File: src/hw/rtl/pfb_pkg.sv
`timescale 1ns / 1ps
// ---------------------------------------------------------------------------
// pfb_pkg
// Shared types and constants for the padded frame builder with Adler-32.
// ---------------------------------------------------------------------------
package pfb_pkg;

    // Adler-32 modulus, one bit wider than the sums it reduces
    localparam logic [16:0] ADLER_MOD = 17'd65521;
    // Padding target: length + overhead is a multiple of the block size,
    // so pad = (PAD_BASE - length) mod 16
    localparam logic [3:0] PAD_BASE = 4'd10;

    // Frame byte being produced for the item at the head
    typedef enum logic [7:0] {
        PH_HDR_HI  = 8'b0000_0001,
        PH_HDR_LO  = 8'b0000_0010,
        PH_PAYLOAD = 8'b0000_0100,
        PH_PAD     = 8'b0000_1000,
        PH_CK0     = 8'b0001_0000,
        PH_CK1     = 8'b0010_0000,
        PH_CK2     = 8'b0100_0000,
        PH_CK3     = 8'b1000_0000
    } pfb_phase_t;

    // Checksum update request from the sequencer
    typedef struct packed {
        logic       add;
        logic       restart;
        logic [7:0] data;
    } pfb_sum_req_t;

    // Running Adler sums
    typedef struct packed {
        logic [15:0] high;
        logic [15:0] low;
    } pfb_sums_t;

    // One frame byte leaving the sequencer
    typedef struct packed {
        logic       valid;
        logic [7:0] data;
        logic       run_last;
        logic       frame_end;
    } pfb_beat_t;

endpackage

File: src/hw/rtl/pfb_adler.sv
`timescale 1ns / 1ps
// ---------------------------------------------------------------------------
// pfb_adler
// Running Adler-32 sums, updated by one byte per request.
// ---------------------------------------------------------------------------
module pfb_adler
(
    input  logic                 clk,
    input  logic                 rst_n,
    input  pfb_pkg::pfb_sum_req_t req,
    output pfb_pkg::pfb_sums_t    sums
);

    logic [15:0] low_reg;
    logic [15:0] high_reg;
    logic [15:0] low_base;
    logic [15:0] high_base;
    logic [16:0] low_sum;
    logic [15:0] low_next;
    logic [16:0] high_sum;
    logic [15:0] high_next;

    // Start from the initial sums on the first byte of a frame
    assign low_base  = req.restart ? 16'd1 : low_reg;
    assign high_base = req.restart ? 16'd0 : high_reg;

    // Reduce each sum with a single compare and subtract
    always_comb
    begin
        low_sum = {1'b0, low_base} + {9'd0, req.data};
        if (low_sum >= pfb_pkg::ADLER_MOD)
        begin
            low_sum = low_sum - pfb_pkg::ADLER_MOD;
        end
        low_next = low_sum[15:0];

        high_sum = {1'b0, high_base} + {1'b0, low_next};
        if (high_sum >= pfb_pkg::ADLER_MOD)
        begin
            high_sum = high_sum - pfb_pkg::ADLER_MOD;
        end
        high_next = high_sum[15:0];
    end

    // Hold the sums between requests
    always_ff @(posedge clk or negedge rst_n)
    begin
        if (!rst_n)
        begin
            low_reg  <= 16'd1;
            high_reg <= 16'd0;
        end
        else if (req.add)
        begin
            low_reg  <= low_next;
            high_reg <= high_next;
        end
    end

    assign sums.low  = low_reg;
    assign sums.high = high_reg;

endmodule

File: src/hw/rtl/pfb_emit.sv
`timescale 1ns / 1ps
// ---------------------------------------------------------------------------
// pfb_emit
// Item register and frame sequencer: walks header, payload, padding and
// checksum bytes, one frame byte per step.
// ---------------------------------------------------------------------------
module pfb_emit
(
    input  logic                  clk,
    input  logic                  rst_n,
    input  logic                  in_valid,
    output logic                  in_ready,
    input  logic [7:0]            in_byte,
    input  logic [15:0]           in_length,
    input  logic                  in_ts,
    input  logic                  out_free,
    input  pfb_pkg::pfb_sums_t    sums,
    output pfb_pkg::pfb_sum_req_t sum_req,
    output pfb_pkg::pfb_beat_t    beat
);

    logic                item_valid_reg;
    logic [7:0]          item_byte_reg;
    logic [15:0]         item_len_reg;
    logic                item_ts_reg;
    pfb_pkg::pfb_phase_t phase_reg;
    pfb_pkg::pfb_phase_t phase_next;
    logic                in_frame_reg;
    logic                in_frame_next;
    logic [15:0]         bytes_left_reg;
    logic [15:0]         bytes_left_next;
    logic [3:0]          pad_left_reg;
    logic [3:0]          pad_left_next;

    logic                step;
    logic                load;
    logic                item_last;
    logic                frame_end;
    logic                add;
    logic                restart;
    logic [7:0]          emit_byte;
    logic [15:0]         eff_len;
    logic [15:0]         hdr;

    // Zero length counts as one byte, header included
    assign eff_len = (item_len_reg == 16'd0) ? 16'd1 : item_len_reg;
    assign hdr     = item_ts_reg ? 16'd0 : eff_len;

    // Advance one frame byte whenever the output register has room
    assign step     = item_valid_reg && out_free;
    assign in_ready = !item_valid_reg || (step && item_last);
    assign load     = in_valid && in_ready;

    // Select the frame byte and the state that follows it
    always_comb
    begin
        emit_byte       = 8'd0;
        item_last       = 1'b0;
        frame_end       = 1'b0;
        add             = 1'b0;
        restart         = 1'b0;
        phase_next      = phase_reg;
        in_frame_next   = in_frame_reg;
        bytes_left_next = bytes_left_reg;
        pad_left_next   = pad_left_reg;
        unique case (phase_reg)
            pfb_pkg::PH_HDR_HI:
            begin
                emit_byte       = hdr[15:8];
                add             = 1'b1;
                restart         = 1'b1;
                in_frame_next   = 1'b1;
                bytes_left_next = eff_len;
                pad_left_next   = pfb_pkg::PAD_BASE - eff_len[3:0];
                phase_next      = pfb_pkg::PH_HDR_LO;
            end
            pfb_pkg::PH_HDR_LO:
            begin
                emit_byte  = hdr[7:0];
                add        = 1'b1;
                phase_next = pfb_pkg::PH_PAYLOAD;
            end
            pfb_pkg::PH_PAYLOAD:
            begin
                emit_byte       = item_byte_reg;
                add             = 1'b1;
                bytes_left_next = bytes_left_reg - 16'd1;
                if (bytes_left_reg == 16'd1)
                begin
                    phase_next = (pad_left_reg != 4'd0) ? pfb_pkg::PH_PAD
                                                        : pfb_pkg::PH_CK0;
                end
                else
                begin
                    item_last = 1'b1;
                end
            end
            pfb_pkg::PH_PAD:
            begin
                add           = 1'b1;
                pad_left_next = pad_left_reg - 4'd1;
                if (pad_left_reg == 4'd1)
                begin
                    phase_next = pfb_pkg::PH_CK0;
                end
            end
            pfb_pkg::PH_CK0:
            begin
                emit_byte  = sums.high[15:8];
                phase_next = pfb_pkg::PH_CK1;
            end
            pfb_pkg::PH_CK1:
            begin
                emit_byte  = sums.high[7:0];
                phase_next = pfb_pkg::PH_CK2;
            end
            pfb_pkg::PH_CK2:
            begin
                emit_byte  = sums.low[15:8];
                phase_next = pfb_pkg::PH_CK3;
            end
            pfb_pkg::PH_CK3:
            begin
                emit_byte     = sums.low[7:0];
                item_last     = 1'b1;
                frame_end     = 1'b1;
                in_frame_next = 1'b0;
            end
            default:
            begin
                phase_next = pfb_pkg::PH_PAYLOAD;
            end
        endcase
    end

    // Hold the item and frame state; a new item starts at the header
    // or at its payload byte depending on whether a frame is open
    always_ff @(posedge clk or negedge rst_n)
    begin
        if (!rst_n)
        begin
            item_valid_reg <= 1'b0;
            phase_reg      <= pfb_pkg::PH_HDR_HI;
            in_frame_reg   <= 1'b0;
            bytes_left_reg <= 16'd0;
            pad_left_reg   <= 4'd0;
        end
        else
        begin
            if (step)
            begin
                in_frame_reg   <= in_frame_next;
                bytes_left_reg <= bytes_left_next;
                pad_left_reg   <= pad_left_next;
            end
            if (load)
            begin
                item_valid_reg <= 1'b1;
                if (step ? in_frame_next : in_frame_reg)
                begin
                    phase_reg <= pfb_pkg::PH_PAYLOAD;
                end
                else
                begin
                    phase_reg <= pfb_pkg::PH_HDR_HI;
                end
            end
            else if (step)
            begin
                phase_reg <= phase_next;
                if (item_last)
                begin
                    item_valid_reg <= 1'b0;
                end
            end
        end
    end

    // Capture the request payload
    always_ff @(posedge clk)
    begin
        if (load)
        begin
            item_byte_reg <= in_byte;
            item_len_reg  <= in_length;
            item_ts_reg   <= in_ts;
        end
    end

    assign sum_req.add     = step && add;
    assign sum_req.restart = restart;
    assign sum_req.data    = emit_byte;

    assign beat.valid     = step;
    assign beat.data      = emit_byte;
    assign beat.run_last  = item_last;
    assign beat.frame_end = frame_end;

endmodule

File: src/hw/rtl/padded_frame_builder_adler32.sv
`timescale 1ns / 1ps
// ---------------------------------------------------------------------------
// padded_frame_builder_adler32
// Builds length-prefixed, zero-padded frames closed by an Adler-32 trailer.
// ---------------------------------------------------------------------------
// Usage:
//   Send payload bytes on the s_axis channel; the first byte of a message
//   also carries the length and the timestamp flag. The m_axis channel
//   carries the frame one byte per beat: two header bytes, the payload,
//   zero padding up to length + 6 a multiple of 16, then the Adler-32 as
//   s2 high, s2 low, s1 high, s1 low. tlast marks the last byte caused by
//   one request, tuser the final checksum byte of a frame.
//   The first byte of a request passes the item register, then the output
//   register. Throughput: one output byte per cycle while m_axis_tready is
//   high, set by the single sequencer stepping the output register; a first
//   byte adds the two header bytes, a last byte the padding and checksum.
//   A new request is taken in the cycle the previous one emits its last byte.
//   Reset clears the frame state and empties both registers; the next byte
//   starts a new message. When m_axis_tready is low the output register
//   holds its beat and the sequencer, and then s_axis_tready, stall.
// ---------------------------------------------------------------------------
module padded_frame_builder_adler32
(
    input  logic        clk,
    input  logic        rst_n,
    input  logic        s_axis_tvalid,
    output logic        s_axis_tready,
    input  logic [23:0] s_axis_tdata,   // [7:0] payload_byte, [23:8] message_length
    input  logic        s_axis_tuser,   // [0] timestamp_frame
    output logic        m_axis_tvalid,
    input  logic        m_axis_tready,
    output logic [7:0]  m_axis_tdata,   // [7:0] out_byte
    output logic        m_axis_tlast,   // run_last
    output logic        m_axis_tuser    // [0] frame_end
);

    pfb_pkg::pfb_sum_req_t sum_req;
    pfb_pkg::pfb_sums_t    sums;
    pfb_pkg::pfb_beat_t    beat;

    logic       out_valid_reg;
    logic [7:0] out_byte_reg;
    logic       out_last_reg;
    logic       out_end_reg;
    logic       out_free;

    assign out_free = !out_valid_reg || m_axis_tready;

    pfb_emit u_emit
    (
        .clk       (clk),
        .rst_n     (rst_n),
        .in_valid  (s_axis_tvalid),
        .in_ready  (s_axis_tready),
        .in_byte   (s_axis_tdata[7:0]),
        .in_length (s_axis_tdata[23:8]),
        .in_ts     (s_axis_tuser),
        .out_free  (out_free),
        .sums      (sums),
        .sum_req   (sum_req),
        .beat      (beat)
    );

    pfb_adler u_adler
    (
        .clk   (clk),
        .rst_n (rst_n),
        .req   (sum_req),
        .sums  (sums)
    );

    // Output register: advance on a new beat, drop once taken
    always_ff @(posedge clk or negedge rst_n)
    begin
        if (!rst_n)
        begin
            out_valid_reg <= 1'b0;
        end
        else if (beat.valid)
        begin
            out_valid_reg <= 1'b1;
        end
        else if (m_axis_tready)
        begin
            out_valid_reg <= 1'b0;
        end
    end

    always_ff @(posedge clk)
    begin
        if (beat.valid)
        begin
            out_byte_reg <= beat.data;
            out_last_reg <= beat.run_last;
            out_end_reg  <= beat.frame_end;
        end
    end

    assign m_axis_tvalid = out_valid_reg;
    assign m_axis_tdata  = out_byte_reg;
    assign m_axis_tlast  = out_last_reg;
    assign m_axis_tuser  = out_end_reg;

endmodule
File: config.mk
export PLATFORM = sky130hd
export DESIGN_NAME = padded_frame_builder_adler32
export DESIGN_NICKNAME = d
export VERILOG_FILES = /design/src/hw/rtl/pfb_pkg.sv /design/src/hw/rtl/pfb_adler.sv /design/src/hw/rtl/pfb_emit.sv /design/src/hw/rtl/padded_frame_builder_adler32.sv
export SDC_FILE = /design/constraint.sdc
export NUM_CORES = 1
export LEC_CHECK = 0
export BUFFER_PORTS_ARGS = -buffer_cell sky130_fd_sc_hd__buf_2
export CORE_AREA = 2 2 126 97
export CTS_CLUSTER_SIZE = 28
export DETAILED_ROUTE_END_ITERATION = 12
export DIE_AREA = 0 0 128 99
export HOLD_SLACK_MARGIN = 0.12
export MAX_ROUTING_LAYER = met4
export PLACE_DENSITY = 0.9
export SETUP_SLACK_MARGIN = 0.2
export SYNTH_ARGS = -nofsm -noshare
export SYNTH_HDL_FRONTEND = slang
export SYNTH_SLANG_ARGS = --single-unit
File: constraint.sdc
create_clock -name clk -period 9.5 [get_ports clk]
set_input_delay 0.95 -clock clk [delete_from_list [all_inputs] [get_ports clk]]
set_output_delay 0.95 -clock clk [all_outputs]
set_load 0.02 [all_outputs]
## Word level (Yosys, flattened, before mapping)

Cells that the tools add are included.

| storage, ports and cells | value |
|---|---|
| bits in registers | 98 |
| bits in latches | 0 |
| memory bits (writable) | 0 |
| bits in read-only memories | 0 |
| bits of input ports | 29 |
| output and inout port bits | 12 |
| word-level logic and storage cells | 84 |
| memories | 0 |

| operators by class | value |
|---|---|
| $add $sub $neg | 7 |
| $mul | 0 |
| div/mod/pow operators | 0 |
| magnitude comparators | 2 |
| equality and inequality tests | 13 |
| shift-type cells | 0 |
| muxes and demuxes | 28 |
| bitwise gates (word level) | 0 |
| reductions and logical operators | 20 |

Operators with widths:

| cell | count |
|---|---|
| 8-bit one-hot mux with 7 select lines | 2 |
| 16-bit two-way mux | 6 |
| 17-bit by 16-bit >= comparator with 1-bit output, second input constant | 2 |
| 8-bit two-way mux | 4 |
| 16-bit one-hot mux with 2 select lines | 1 |
| 16-bit subtractor, second input constant | 2 |
| 16-bit by 16-bit adder with 17-bit output | 1 |
| 16-bit by 8-bit adder with 17-bit output | 1 |
| 16-bit by 1-bit equality test with 1-bit output, second input constant | 1 |
| 16-bit zero test | 1 |
| 16-bit by 1-bit subtractor with 16-bit output, second input constant | 1 |
| 1-bit two-way mux | 10 |
| 2-bit nonzero test | 5 |
| 8-bit by 1-bit equality test with 1-bit output, second input constant | 1 |
| 8-bit by 2-bit equality test with 1-bit output, second input constant | 1 |
| 8-bit by 3-bit equality test with 1-bit output, second input constant | 1 |
| 8-bit by 4-bit equality test with 1-bit output, second input constant | 1 |
| 8-bit by 5-bit equality test with 1-bit output, second input constant | 1 |
| 8-bit by 6-bit equality test with 1-bit output, second input constant | 1 |
| 8-bit by 7-bit equality test with 1-bit output, second input constant | 1 |
| 8-bit equality test, second input constant | 1 |
| 4-bit one-hot mux with 2 select lines | 1 |
| 3-bit by 1-bit != test with 1-bit output, second input constant | 2 |
| 2-bit AND reduction | 3 |
| other kinds (13) | 19 |

## Depth between registers and ports, before layout

| logic depth | value |
|---|---|
| word-level depth | 10 |
| depth in mapped cells | 31 |
| mapped depth without buffers | 27 |

## By module

From an unflattened synthesis, not the netlist that was laid out.

| second synthesis, totals | value |
|---|---|
| cells, all modules | 808 |
| area total of the unflattened synthesis | 7,505.9 µm² |

Modules (own cells, without submodules):

| module | times used | cells each | area each (µm²) | sequential area each (µm²) |
|---|---|---|---|---|
| pfb_adler | 1 | 460 | 3,756.1 | 802.0 |
| pfb_emit | 1 | 335 | 3,402.0 | 1,502.7 |
| padded_frame_builder_adler32 | 1 | 13 | 347.8 | 325.3 |

## Worst setup path before layout

Ideal clock, no wire load.

| path | value |
|---|---|
| path kind | register to register |
| start point | register u_emit.phase_reg[5] |
| end point | register u_adler.high_reg[3] |
| setup time | 124 ps |
| data arrival time | 7,563 ps |
| data required time | 9,376 ps |
| setup slack | 1,813 ps |
| cell stages (with the launch flop) | 31 |
| path buffers | 3 |
| period minus slack after synthesis | 7,687 ps |
| cell sequence | dfrtp_1 > nor4_1 > nand2_1 > nor3_1 > clkbuf_1 > a22oi_1 > o211ai_1 > ha_1 > inv_1 > fa_1 > nor2b_1 > o31a_1 > a2bb2oi_1 > nor4_1 > a311oi_1 > nor2_1 > a31oi_1 > buf_2 > xnor2_1 > ha_1 > fa_1 > a21o_1 > a221o_2 > xnor2_1 > or4b_4 > nor4b_4 > nand4_4 > o21ai_1 > buf_2 > a21boi_0 > o31a_1 |

RTL lines:

| element | RTL line | RTL |
|---|---|---|
| start, declared | pfb_emit.sv:26 | `pfb_pkg::pfb_phase_t phase_reg;` |
| start signal, assigned | pfb_emit.sv:143 | `phase_reg <= pfb_pkg::PH_HDR_HI;` |
| start signal, assigned | pfb_emit.sv:161 | `phase_reg <= pfb_pkg::PH_PAYLOAD;` |
| start signal, assigned | pfb_emit.sv:165 | `phase_reg <= pfb_pkg::PH_HDR_HI;` |
| end signal, assigned | pfb_adler.sv:56 | `high_reg <= high_next;` |
| end, declared | pfb_adler.sv:15 | `logic [15:0] high_reg;` |

==> results.tsv <==
stage	metric	value	unit
run_status	outcome	complete, no violations	
global_routing	grt_antenna_before_repair	0	
global_routing	grt_util_met2	46.2	%
floorplanning	core	11400	µm²
cts	postCtsSetupBuffers	0	
placed_design	dp_hpwl	14400	µm
critical_path	startpoint	u_emit.phase_reg[2]	
cells_and_area	nFillCells	929	
global_routing	grtUsageTotal	32.9	%
critical_path	worst_ep_arrival_time	8.80	ns
floorplanning	rows	34	
sta	clock.fmax	117	MHz
sta	finalSetupViolCount	0	
floorplanning	die-height	99	µm
critical_path	crit_fanout	13	
synthesis	synth_cell_types	75	
floorplanning	die_x	128	µm
sta	slew_headroom	20.4	%
cts	root_buffer	clkbuf_16	
cells_and_area	area_growth	9.42	%
worst_hold_path	hold_path.class	register to register	
cts	hold_buffers	0	
placed_design	preCtsSetupSlack	0.270	ns
drt	avgViaCountPerCell	6.85	
critical_path	cp_slowest_cell	and4b_1	
synthesis	ys.flop_type	dfrtp_1	
synthesis	ys_top_cells_by_area	dfrtp_1 22%, edfxtp_1 15%, ha_1 5.9%, nor2_1 4.2%, nand2_1 4.0%	
cells_and_area	design_area	7640	µm²
critical_path	cp_top_family	compound AO/OA/AOI/OAI gates	
synthesis	syn-num-nets	867	
cts	clk_latency	0.36	ns
synthesis	ys_warn_count	0	
synthesis	synth-edff-count	35	
critical_path	regToRegSetupSlack	0.95	ns
cells_and_area	final_nets	895	
synthesis	synth_top_cell_by_area	dfrtp_1	
cts	clock-sinks	98	
cts	cts_buffer_depth	2	
synthesis	avgSynthCellArea	8.70	µm²
cts	h-tree-depth	3	
synthesis	syn_area	6980	µm²
sta	drv_slew	0	
synthesis	syn_inst	803	
global_routing	use_met3	4.56	%
placed_design	io_buffers	40	
floorplanning	ios	41	
sta	final-hold-violation-count	0	
drt	initialDrtViolationCount	1128	
worst_hold_path	hold_path.startpoint	u_emit.bytes_left_reg[15]	
critical_path	critPathCaptureType	register	
synthesis	synth_most_common_cell	nor2_1	
critical_path	path_buf_inv	0	
drt	drcViolationCount	0	
critical_path	r2r-start	u_emit.phase_reg[2]	
sta	timing.final.crit_share	90.0	%
critical_path	path_class	register to register	
sta	fin_crit	8.55	ns
cts	cts_buffers	9	
floorplanning	start_util	61.3	%
sta	rsz0062_at_grt	false	
cts	cts_tree	done	
drt	ant_nets	0	
global_routing	grt_max_degree	64	
cts	clk_pin_slew	0.07	ns
flow_run	max-cap-violations	0	
synthesis	synth-seq-cells	98	
critical_path	crit_required	9.75	ns
critical_path	crit_path_start_kind	register	
global_routing	grt_pass1_wl	31900	µm
synthesis	synth_commonest_cells	78 x nor2_1, 75 x nand2_1, 61 x dfrtp_1	
synthesis	synth_top_area_share	21.9	%
cells_and_area	antenna_cells	0	
global_routing	busiest_layer	met1	
drt	via_count	6716	
synthesis	async_reset_ff_share	64.3	%
floorplanning	fp.dieArea	12700	µm²
global_routing	grt_pass1_vias	6133	
drt	drt_pass1_iterations	6	
drt	wirelength	19700	µm
placed_design	placed_cell_area	7320	µm²
sta	setup_slack	0.951	ns
drt	wire_per_inst	20.1	µm
global_routing	grt_overflow	0	
critical_path	critPathMaxStageDelay	0.59	ns
synthesis	ys_seq_area_share	37.7	%
placed_design	place_congestion	1.01	
sta	worst_pin_slew	1.19	ns
sta	hold_ws	0.499	ns
global_routing	met1_usage	50.6	%
cells_and_area	drive_above_1_share	11.0	%
sta	finalSetupTns	0	ns
sta	skew	0.00792	ns
==> per-stage QoR <==
stage                     utilization, %  std cells
after global placement              64.2        964
final                               67.0        980
after detailed placement            64.2        964
after floorplan                        -        803
after global routing                67.0        980
after CTS                           66.8        980
==> cell usage in the layout, fill, tap and decap left out, types with 16 or more instances in the layout <==
master and instances:
nor3_1 25, a22oi_1 30, nor2_1 77, o21ai_0 47, buf_2 40, inv_1 26, edfxtp_1 35, xnor2_1 16
nand3_1 36, dfrtp_1 61, a21oi_1 52, and2_1 31, ha_1 33, nand2_1 75
==> final timing paths <==
path                                        endpoint  depth (start not counted)
max                              u_adler.high_reg[3]                         26
min                        u_emit.bytes_left_reg[15]                          2
max reg2reg                      u_adler.high_reg[3]                         26
min reg2reg                u_emit.bytes_left_reg[15]                          2
max in group asynchronous        u_adler.low_reg[13]                          2
min in group asynchronous  u_emit.bytes_left_reg[12]                          2
==> layer usage <==
metal,wire [µm],vias up
met5,0,-
met4,297,0
met3,2220,32
met2,8480,417
met1,8740,3176
li1,-,3091
==> timing repair <==
| item | 4_1_cts | 5_1_grt |
|---|---|---|
| resized for setup | 0 | 5 |
| setup endpoints to repair | 0 | 16 |
| hold endpoints to repair | 0 | 0 |
==> cell type report <==
type	count	area [µm²]	share of cell area (%)
Clock inverter	7	61.3	0.802
Sequential cell	98	2630	34.4
Inverter	27	101	1.33
Multi-Input combinational cell	645	4170	54.6
Clock buffer	9	225	2.95
Timing Repair Buffer	50	275	3.60
Tap cell	144	180	2.36
==> worst min-delay path, stage by stage, from the launching register on <==
cell and delay (ns):
dfrtp_1 0.35, nand2_1 0.05, o21ai_0 0.06
==> cell families after synthesis <==
| logic type | after synthesis | synth area share, % |
|---|---|---|
| and+or+nand+nor | 327 | 24.1 |
| AOI/OAI and AO/OA | 249 | 24.0 |
| DFF | 98 | 37.7 |
| buffers and inverters | 60 | 3.26 |
| adders and majority gates | 35 | 6.49 |
| xor gates and xnor gates | 21 | 2.63 |
| muxes | 13 | 1.92 |
Power is left out: the tool's default activity adds up to more than one toggle a clock period on the data nets, which glitch-free logic cannot reach.
